--- src/sv/crs_pkg.sv ---
package crs_pkg;

	localparam int WINDOW_LEN_DEF = 8;

	localparam int ID_W     = 29;
	localparam int LEN_W    = 4;
	localparam int BITS_W   = 32;
	localparam int RPM_W    = 16;
	localparam int FACTOR_W = 20;
	localparam int THR_W    = 16;
	localparam int SPD_W    = 20;

	localparam int CFG_IDX_W  = 2;
	localparam int CFG_DATA_W = 29;

	localparam logic [ID_W-1:0]     TARGET_ID_RST = ID_W'(256);
	localparam logic [FACTOR_W-1:0] FACTOR_RST    = FACTOR_W'(65536);
	localparam logic [THR_W-1:0]    THRESH_RST    = THR_W'(10);

	localparam logic [LEN_W-1:0] MIN_PAYLOAD_LEN = LEN_W'(4);

	typedef enum logic {
		ACT_FRAME = 1'b0,
		ACT_TICK  = 1'b1
	} action_t;

	typedef enum logic [CFG_IDX_W-1:0] {
		REG_TARGET_ID    = 2'd0,
		REG_SPEED_FACTOR = 2'd1,
		REG_SPEED_THRESH = 2'd2
	} cfg_idx_t;

	// pipeline control between stages
	typedef struct packed {
		logic en;
		logic tick;
	} stage_ctl_t;

endpackage

--- src/sv/crs_cell.sv ---
module crs_cell
	import crs_pkg::*;
(
	input  logic             clk,
	input  logic             arst_n,
	input  logic             shift,
	input  logic [RPM_W-1:0] din,
	output logic [RPM_W-1:0] dout
);

	logic [RPM_W-1:0] val_q;

	always_ff @(posedge clk or negedge arst_n) begin
		if (!arst_n) begin
			val_q <= '0;
		end else if (shift) begin
			val_q <= din;
		end
	end

	assign dout = val_q;

endmodule

--- src/sv/crs_window.sv ---
module crs_window
	import crs_pkg::*;
#(
	parameter int WINDOW_LEN = WINDOW_LEN_DEF,
	parameter int SUM_W      = RPM_W + $clog2(WINDOW_LEN)
) (
	input  logic             clk,
	input  logic             arst_n,
	input  stage_ctl_t       ctl_s1,
	input  logic             push_s1,
	input  logic [RPM_W-1:0] rpm_s1,
	output logic             tick_s2,
	output logic [SUM_W-1:0] sum_s2
);

	logic [RPM_W-1:0] cell_out [WINDOW_LEN];
	logic [SUM_W-1:0] sum_q;
	logic             shift;

	assign shift = ctl_s1.en & push_s1;

	// oldest reading sits in cell 0, newest enters at the far end
	for (genvar i = 0; i < WINDOW_LEN; i++) begin : g_cell
		logic [RPM_W-1:0] din;
		if (i == WINDOW_LEN - 1) begin : g_last
			assign din = rpm_s1;
		end else begin : g_mid
			assign din = cell_out[i+1];
		end
		crs_cell u_cell (
			.clk   (clk),
			.arst_n(arst_n),
			.shift (shift),
			.din   (din),
			.dout  (cell_out[i])
		);
	end

	always_ff @(posedge clk or negedge arst_n) begin
		if (!arst_n) begin
			sum_q   <= '0;
			tick_s2 <= 1'b0;
		end else if (ctl_s1.en) begin
			tick_s2 <= ctl_s1.tick;
			if (push_s1) begin
				sum_q <= sum_q - SUM_W'($signed(cell_out[0])) + SUM_W'($signed(rpm_s1));
			end
		end
	end

	// snapshot of the sum as a tick passes; earlier frames are already in
	always_ff @(posedge clk) begin
		if (ctl_s1.en && ctl_s1.tick) begin
			sum_s2 <= sum_q;
		end
	end

endmodule

--- src/sv/crs_avg.sv ---
module crs_avg
	import crs_pkg::*;
#(
	parameter int WINDOW_LEN = WINDOW_LEN_DEF,
	parameter int SUM_W      = RPM_W + $clog2(WINDOW_LEN)
) (
	input  logic             clk,
	input  logic             arst_n,
	input  logic             en,
	input  logic             tick_s2,
	input  logic [SUM_W-1:0] sum_s2,
	output logic             tick_s4,
	output logic [RPM_W-1:0] avg_s4
);

	// reciprocal estimate is low by at most one for magnitudes below 2^SH
	localparam int SH = SUM_W;
	localparam longint unsigned RECIP_L = (64'd1 << SH) / WINDOW_LEN;
	localparam logic [SH-1:0] RECIP = RECIP_L[SH-1:0];
	localparam logic [SH-1:0] WLEN  = SH'(WINDOW_LEN);

	logic [SH-1:0]   mag;
	logic [2*SH-1:0] prod;
	logic            tick_s3;
	logic            neg_s3;
	logic [SH-1:0]   mag_s3;
	logic [SH-1:0]   q_s3;
	logic [2*SH-1:0] qw;
	logic [SH-1:0]   rem;
	logic [SH-1:0]   q_fix;

	assign mag  = sum_s2[SUM_W-1] ? (~sum_s2 + 1'b1) : sum_s2;
	assign prod = mag * RECIP;

	assign qw    = q_s3 * WLEN;
	assign rem   = mag_s3 - qw[SH-1:0];
	assign q_fix = (rem >= WLEN) ? (q_s3 + 1'b1) : q_s3;

	always_ff @(posedge clk or negedge arst_n) begin
		if (!arst_n) begin
			tick_s3 <= 1'b0;
			tick_s4 <= 1'b0;
		end else if (en) begin
			tick_s3 <= tick_s2;
			tick_s4 <= tick_s3;
		end
	end

	always_ff @(posedge clk) begin
		if (en) begin
			neg_s3 <= sum_s2[SUM_W-1];
			mag_s3 <= mag;
			q_s3   <= prod[2*SH-1:SH];
			avg_s4 <= neg_s3 ? RPM_W'(~q_fix + 1'b1) : q_fix[RPM_W-1:0];
		end
	end

endmodule

--- src/sv/can_rpm_average_speed_gear.sv ---
// channel | handshake          | payload
// --------+--------------------+-----------------------------------------------
// in      | in_valid/in_ready  | action, frame_id, payload_len, payload_bits
// out     | out_valid/out_ready| avg_rpm, speed_centi_kmh, gear_drive, *_changed
// cfg     | cfg_we             | cfg_index, cfg_data
//
// One word accepted per cycle while in_ready is high. A tick's result word passes
// the float decode, window row, two divide stages, rpm compare with the speed
// multiply, speed scaling and output register, the first loaded on the accepting
// edge; frames give no result.
// Reset clears the window cells, running sum, shown values and control flags.
// in_ready drops only while a tick waits in the last stage and the output
// register still holds an untaken word.
module can_rpm_average_speed_gear
	import crs_pkg::*;
#(
	parameter int WINDOW_LEN = WINDOW_LEN_DEF
) (
	input  logic                  clk,
	input  logic                  arst_n,
	input  logic                  in_valid,
	output logic                  in_ready,
	input  logic                  action,
	input  logic [ID_W-1:0]       frame_id,
	input  logic [LEN_W-1:0]      payload_len,
	input  logic [BITS_W-1:0]     payload_bits,
	output logic                  out_valid,
	input  logic                  out_ready,
	output logic signed [RPM_W-1:0] avg_rpm,
	output logic signed [SPD_W-1:0] speed_centi_kmh,
	output logic                  gear_drive,
	output logic                  rpm_changed,
	output logic                  speed_changed,
	output logic                  gear_changed,
	input  logic                  cfg_we,
	input  logic [CFG_IDX_W-1:0]  cfg_index,
	input  logic [CFG_DATA_W-1:0] cfg_data
);

	localparam int SUM_W  = RPM_W + $clog2(WINDOW_LEN);
	localparam int PROD_W = RPM_W + FACTOR_W + 1;
	localparam int QUO_W  = PROD_W - 16;
	localparam int DIFF_W = SPD_W + 1;

	localparam logic signed [QUO_W-1:0] SPD_MAX = QUO_W'(524287);
	localparam logic signed [QUO_W-1:0] SPD_MIN = -QUO_W'(524288);

	function automatic logic [RPM_W-1:0] float_to_rpm(input logic [BITS_W-1:0] b);
		logic [7:0]       expo;
		logic [22:0]      mant;
		logic [23:0]      full;
		logic [4:0]       sh;
		logic [RPM_W-1:0] mag;
		logic [RPM_W-1:0] res;
		expo = b[30:23];
		mant = b[22:0];
		full = {1'b1, mant};
		sh   = 5'(8'd150 - expo);
		mag  = RPM_W'(full >> sh);
		if (expo == 8'hFF && mant != '0) begin
			res = '0;
		end else if (expo >= 8'd142) begin
			res = b[31] ? 16'h8000 : 16'h7FFF;
		end else if (expo < 8'd127) begin
			res = '0;
		end else begin
			res = b[31] ? (~mag + 1'b1) : mag;
		end
		return res;
	endfunction

	logic [ID_W-1:0]     target_q;
	logic [FACTOR_W-1:0] factor_q;
	logic [THR_W-1:0]    thresh_q;

	logic en;
	logic accept;

	logic             tick_s1;
	logic             push_s1;
	logic [RPM_W-1:0] rpm_s1;
	stage_ctl_t       ctl_s1;

	logic             tick_s2;
	logic [SUM_W-1:0] sum_s2;
	logic             tick_s4;
	logic [RPM_W-1:0] avg_s4;

	logic [RPM_W-1:0] shown_rpm_q;
	logic             drive_q;
	logic [SPD_W-1:0] shown_speed_q;

	logic                     tick_s5;
	logic                     upd_s5;
	logic                     gear_chg_s5;
	logic signed [PROD_W-1:0] prod_s5;

	logic             tick_s6;
	logic             upd_s6;
	logic             gear_chg_s6;
	logic [SPD_W-1:0] spd_s6;
	logic [RPM_W-1:0] rpm_s6;
	logic             drive_s6;

	logic                     avg_drive;
	logic signed [PROD_W-1:0] prod_adj;
	logic signed [QUO_W-1:0]  quo;
	logic [SPD_W-1:0]         spd_sat;
	logic signed [DIFF_W-1:0] diff;
	logic [DIFF_W-1:0]        diff_abs;
	logic                     spd_move;

	// configuration
	always_ff @(posedge clk or negedge arst_n) begin
		if (!arst_n) begin
			target_q <= TARGET_ID_RST;
			factor_q <= FACTOR_RST;
			thresh_q <= THRESH_RST;
		end else if (cfg_we) begin
			case (cfg_idx_t'(cfg_index))
				REG_TARGET_ID:    target_q <= cfg_data[ID_W-1:0];
				REG_SPEED_FACTOR: factor_q <= cfg_data[FACTOR_W-1:0];
				REG_SPEED_THRESH: thresh_q <= cfg_data[THR_W-1:0];
				default:          ;
			endcase
		end
	end

	// the whole pipe holds only when a tick must enter a full output register
	assign en       = !(tick_s6 && out_valid && !out_ready);
	assign in_ready = en;
	assign accept   = in_valid && en;

	// stage 1: decode
	always_ff @(posedge clk or negedge arst_n) begin
		if (!arst_n) begin
			tick_s1 <= 1'b0;
			push_s1 <= 1'b0;
		end else if (en) begin
			tick_s1 <= accept && (action_t'(action) == ACT_TICK);
			push_s1 <= accept && (action_t'(action) == ACT_FRAME) &&
				(frame_id == target_q) && (payload_len >= MIN_PAYLOAD_LEN);
		end
	end

	always_ff @(posedge clk) begin
		if (en) begin
			rpm_s1 <= float_to_rpm(payload_bits);
		end
	end

	assign ctl_s1 = '{en: en, tick: tick_s1};

	crs_window #(
		.WINDOW_LEN(WINDOW_LEN),
		.SUM_W     (SUM_W)
	) u_window (
		.clk    (clk),
		.arst_n (arst_n),
		.ctl_s1 (ctl_s1),
		.push_s1(push_s1),
		.rpm_s1 (rpm_s1),
		.tick_s2(tick_s2),
		.sum_s2 (sum_s2)
	);

	crs_avg #(
		.WINDOW_LEN(WINDOW_LEN),
		.SUM_W     (SUM_W)
	) u_avg (
		.clk    (clk),
		.arst_n (arst_n),
		.en     (en),
		.tick_s2(tick_s2),
		.sum_s2 (sum_s2),
		.tick_s4(tick_s4),
		.avg_s4 (avg_s4)
	);

	// stage 5: compare with shown rpm, gear, speed multiply
	assign avg_drive = !avg_s4[RPM_W-1] && (avg_s4 != '0);

	always_ff @(posedge clk or negedge arst_n) begin
		if (!arst_n) begin
			tick_s5     <= 1'b0;
			upd_s5      <= 1'b0;
			gear_chg_s5 <= 1'b0;
			shown_rpm_q <= '0;
			drive_q     <= 1'b0;
		end else if (en) begin
			tick_s5     <= tick_s4;
			upd_s5      <= 1'b0;
			gear_chg_s5 <= 1'b0;
			if (tick_s4 && (avg_s4 != shown_rpm_q)) begin
				upd_s5      <= 1'b1;
				shown_rpm_q <= avg_s4;
				drive_q     <= avg_drive;
				gear_chg_s5 <= (avg_drive != drive_q);
			end
		end
	end

	always_ff @(posedge clk) begin
		if (en) begin
			prod_s5 <= $signed(avg_s4) * $signed({1'b0, factor_q});
		end
	end

	// stage 6: divide by 65536 toward zero, saturate
	assign prod_adj = prod_s5 + (prod_s5[PROD_W-1] ? PROD_W'(65535) : '0);
	assign quo      = QUO_W'(prod_adj >>> 16);
	assign spd_sat  = (quo > SPD_MAX) ? SPD_MAX[SPD_W-1:0] :
		(quo < SPD_MIN) ? SPD_MIN[SPD_W-1:0] : quo[SPD_W-1:0];

	always_ff @(posedge clk or negedge arst_n) begin
		if (!arst_n) begin
			tick_s6     <= 1'b0;
			upd_s6      <= 1'b0;
			gear_chg_s6 <= 1'b0;
		end else if (en) begin
			tick_s6     <= tick_s5;
			upd_s6      <= upd_s5;
			gear_chg_s6 <= gear_chg_s5;
		end
	end

	// shown rpm and gear travel with the tick; a tick right behind may update them
	always_ff @(posedge clk) begin
		if (en) begin
			spd_s6   <= spd_sat;
			rpm_s6   <= shown_rpm_q;
			drive_s6 <= drive_q;
		end
	end

	// stage 7: threshold against shown speed, output word
	assign diff     = DIFF_W'($signed(spd_s6)) - DIFF_W'($signed(shown_speed_q));
	assign diff_abs = diff[DIFF_W-1] ? DIFF_W'(-diff) : DIFF_W'(diff);
	assign spd_move = upd_s6 && (diff_abs > DIFF_W'(thresh_q));

	always_ff @(posedge clk or negedge arst_n) begin
		if (!arst_n) begin
			out_valid     <= 1'b0;
			shown_speed_q <= '0;
		end else if (en) begin
			if (tick_s6) begin
				out_valid <= 1'b1;
				if (spd_move) begin
					shown_speed_q <= spd_s6;
				end
			end else if (out_ready) begin
				out_valid <= 1'b0;
			end
		end
	end

	always_ff @(posedge clk) begin
		if (en && tick_s6) begin
			avg_rpm         <= rpm_s6;
			speed_centi_kmh <= spd_move ? spd_s6 : shown_speed_q;
			gear_drive      <= drive_s6;
			rpm_changed     <= upd_s6;
			speed_changed   <= spd_move;
			gear_changed    <= gear_chg_s6;
		end
	end

endmodule

--- config.mk ---
export PLATFORM = sky130hd
export DESIGN_NAME = can_rpm_average_speed_gear
export DESIGN_NICKNAME = d
export VERILOG_FILES = /design/src/sv/crs_pkg.sv /design/src/sv/crs_cell.sv /design/src/sv/crs_window.sv /design/src/sv/crs_avg.sv /design/src/sv/can_rpm_average_speed_gear.sv
export SDC_FILE = /design/constraint.sdc
export NUM_CORES = 2
export LEC_CHECK = 0
export BUFFER_PORTS_ARGS = -buffer_cell sky130_fd_sc_hd__buf_2
export CAP_MARGIN = 25
export CORE_ASPECT_RATIO = 0.7
export CORE_MARGIN = 10
export CORE_UTILIZATION = 69
export CTS_CLUSTER_SIZE = 12
export DETAILED_ROUTE_END_ITERATION = 8
export GPL_TIMING_DRIVEN = 0
export PLACE_DENSITY = 0.91
export SLEW_MARGIN = 5
export SYNTH_ARGS = -nofsm -noshare
export SYNTH_HDL_FRONTEND = slang
export SYNTH_SLANG_ARGS = --single-unit
--- constraint.sdc ---
create_clock -name clk -period 18.3 [get_ports clk]
set_input_delay 4.575 -clock clk [delete_from_list [all_inputs] [get_ports clk]]
set_output_delay 4.575 -clock clk [all_outputs]
set_load 0.01 [all_outputs]
==> flow_summary_export.csv <==
group,metric,value,unit
run_status,status,"finished, final reports clean",
floorplanning,die_y,204,um
timing,clock_skew,0.0349,ns
flow_run,drv_cap,0,
detailed_routing,avgRoutedWirePerCell,23.1,um
timing,tns,0,ns
finish,fillers,3054,
synth,synth-compound-area-share,0.0723,
place,place_congestion,1.02,
synth,yosysWarnings,0,
critical_path,worstSetupEndpoint,"in_ready",
clock_network,cts_sinks,443,
synth,avgSynthCellArea,10.9,sq um
synth,async_reset_ff_frac,0.589,
global_routing,antenna_found_initial,2,
timing,finalSetupViolCount,0,
critical_path,rrSetupSlack,9.92,ns
detailed_routing,wl,91.1,mm
timing,hold_viol_final,0,
finish,instances_no_fill,3946,
critical_path,start_kind,"input pin",
floorplanning,start_util,0.698,
synth,synth_top_family_by_area,"adder cells",
synth,seq_area_frac_synth,0.359,
timing,final_max_slew_viol_count,0,
detailed_routing,post-route-drc-count,0,
global_routing,grt_use_total,0.316,
synth,ys_types,93,
place,io_buffers,141,
finish,layout-drive-gt1-share,0.162,
clock_network,cts_root_buf,"clkbuf_16",
synth,synthSimpleGateAreaFrac,0.108,
global_routing,grt_max_degree,100,
critical_path,r2r_end,"prod_s5[32]",
finish,multi_input_area,19300,sq um
detailed_routing,vias,24220,
critical_path,worstSetupPathType,"in -> out",
clock_network,cts_buffer_depth,3,
synth,yosys_register_bits,443,
finish,area_growth,9.38,%
global_routing,grt-ovfl-total,0,
detailed_routing,drtIter0Drc,2493,
clock_network,htree_levels,2,
floorplanning,core-area,48000,sq um
detailed_routing,vias_per_cell,6.14,
finish,final_cell_mix,"inv_1 (452), nand2_1 (300), fa_1 (269)",
floorplanning,io_pins,144,
detailed_routing,antenna_left,0,
synth,syn_nets,3641,
synth,synthAdderAreaFrac,0.238,
critical_path,cp-end-kind,"primary output",
critical_path,timing.rr.start,"u_avg.avg_s4[15]",
critical_path,cp_max_fo,67,
place,dp.cells,3866,
timing,hold_ws,0.406,ns
synth,synth-edff-count,182,
timing,timing.fmax,91.9,MHz
floorplanning,row_count,67,
timing,post-route-period-util,0.595,
critical_path,critPathLaunch,"out_ready",
finish,seqCellArea,12000,sq um
place,hpwl,70.0,mm
critical_path,cp.required,13.73,ns
floorplanning,die_w,283,um
global_routing,first_global_vias,25469,
clock_network,cts_resized,0,
clock_network,clkLatencyLatePin,0.61,ns
clock_network,cts.reportedPaths.clkPinSlew,0.06,ns
clock_network,cts_tree,"done",
synth,synth_top_flop_cell,"dfrtp_1",
hold_path,hp-class,"reg -> reg",
synth,synth_xor_area_frac,0.0484,
timing,relSlewSlack,0.329,
floorplanning,fp.dieArea,57900,sq um
clock_network,hold_buffers,0,
synth,netlist_area,33500,sq um
timing,fin_crit,10.88,ns
global_routing,grt_pass1_wl,143,mm
timing,worst_pin_slew,1.01,ns
timing,rsz0062_at_grt,"false",
finish,layout_commonest_cell,"inv_1",
clock_network,post_cts_buffers,0,
synth,synth.area.mux_share,0.109,
synth,synth_cells,3064,
critical_path,arrival,6.31,ns
clock_network,cts_buffers,45,
critical_path,reg2reg_depth,21,
detailed_routing,dr.pass1.iters,8,
finish,final_nets,3836,
==> cells by family after synthesis <==
kind of cell | after synthesis
multiplexers | 296
AND/OR/NAND/NOR | 728
flip-flops | 443
XOR/XNOR | 184
buffers and inverters | 568
AO/OA/AOI/OAI | 370
adder cells (fa/ha/maj) | 475
==> worst min path at each step <==
stage | to | from | slack (ns) | cells past startpoint
after floorplan | avg_rpm[0] | rpm_s6[0] | 0.40 | 0
after global placement | avg_rpm[4] | rpm_s6[4] | 0.41 | 0
after detailed placement | avg_rpm[3] | rpm_s6[3] | 0.41 | 0
after CTS | avg_rpm[0] | rpm_s6[0] | 0.41 | 0
after global routing | avg_rpm[13] | rpm_s6[13] | 0.43 | 0
final | avg_rpm[0] | rpm_s6[0] | 0.41 | 0
==> worst max-delay path: stages <==
cell	delay, ns
buf_2	0.10
or2b_2	0.30
nor2_1	0.19
inv_1	0.19
clkbuf_4	0.21
buf_16	0.21
buf_16	0.26
buf_2	0.20
==> through the flow <==
stage                     instance area, sq um  utilization  worst slack [ns]
after global routing                     36600        0.764              7.29
after floorplan                          33500            -              5.33
final                                    36600        0.764              7.42
after detailed placement                 35200        0.733              7.40
after global placement                   35000        0.730              3.00
after CTS                                36600        0.763              7.40
==> registers in the layout, summed over array words and instances (netlist names), 16 cells and up <==
name,count
shown_speed_q,20
spd_s6,20
u_avg.mag_s3,16
u_avg.avg_s4,16
rpm_s1,16
u_window.g_cell.u_cell.dout,128
target_q,29
rpm_s6,16
avg_rpm,16
u_window.sum_q,19
prod_s5,37
factor_q,20
speed_centi_kmh,20
shown_rpm_q,16
u_window.sum_s2,19
thresh_q,16
==> final cells by class <==
cell class              instances  area share
multi-input cells            2053       0.526
clock inverters                 7     0.00352
clock buffers                  71      0.0357
plain buffers                 114      0.0140
repair buffers                148      0.0237
diodes                          1   0.0000683
well taps                     655      0.0224
inverters                     454      0.0465
flip-flops and latches        443       0.328
==> layer usage <==
layer / GRT usage / part of all wire / up-vias
met2: 0.498 / 0.45 / 1321
met3: 0.0930 / 0.12 / 265
li1: - / - / 10591
met4: 0.104 / 0.034 / 4
met5: 0.0141 / 0.0015 / -
met1: 0.416 / 0.39 / 12039
==> synthesized netlist by cell type, drive strengths merged, types with 14 or more instances <==
master  number  area [sq um]
nand2      300          1130
edfxtp     182          5470
dfrtp      257          6430
xor2        49           437
fa         269          5390
clkbuf      95           377
mux2       251          2970
ha         206          2580
xnor2      135          1180
nand2b      30           188
o31ai       19           156
nor2        84           315
o21ai      105           526
a21o        36           272
inv        453          1700
nand4       26           169
mux2i       27           270
mux4        18           405
nand3       28           140
a211oi      16           120
nor4        18           119
buf         18           123
a21oi      100           508
or3         14          87.6
and2       145           910
nor3        32           160
Power is not shown: default switching activity piles up to over one toggle a cycle in this logic, so the estimate is an artifact.
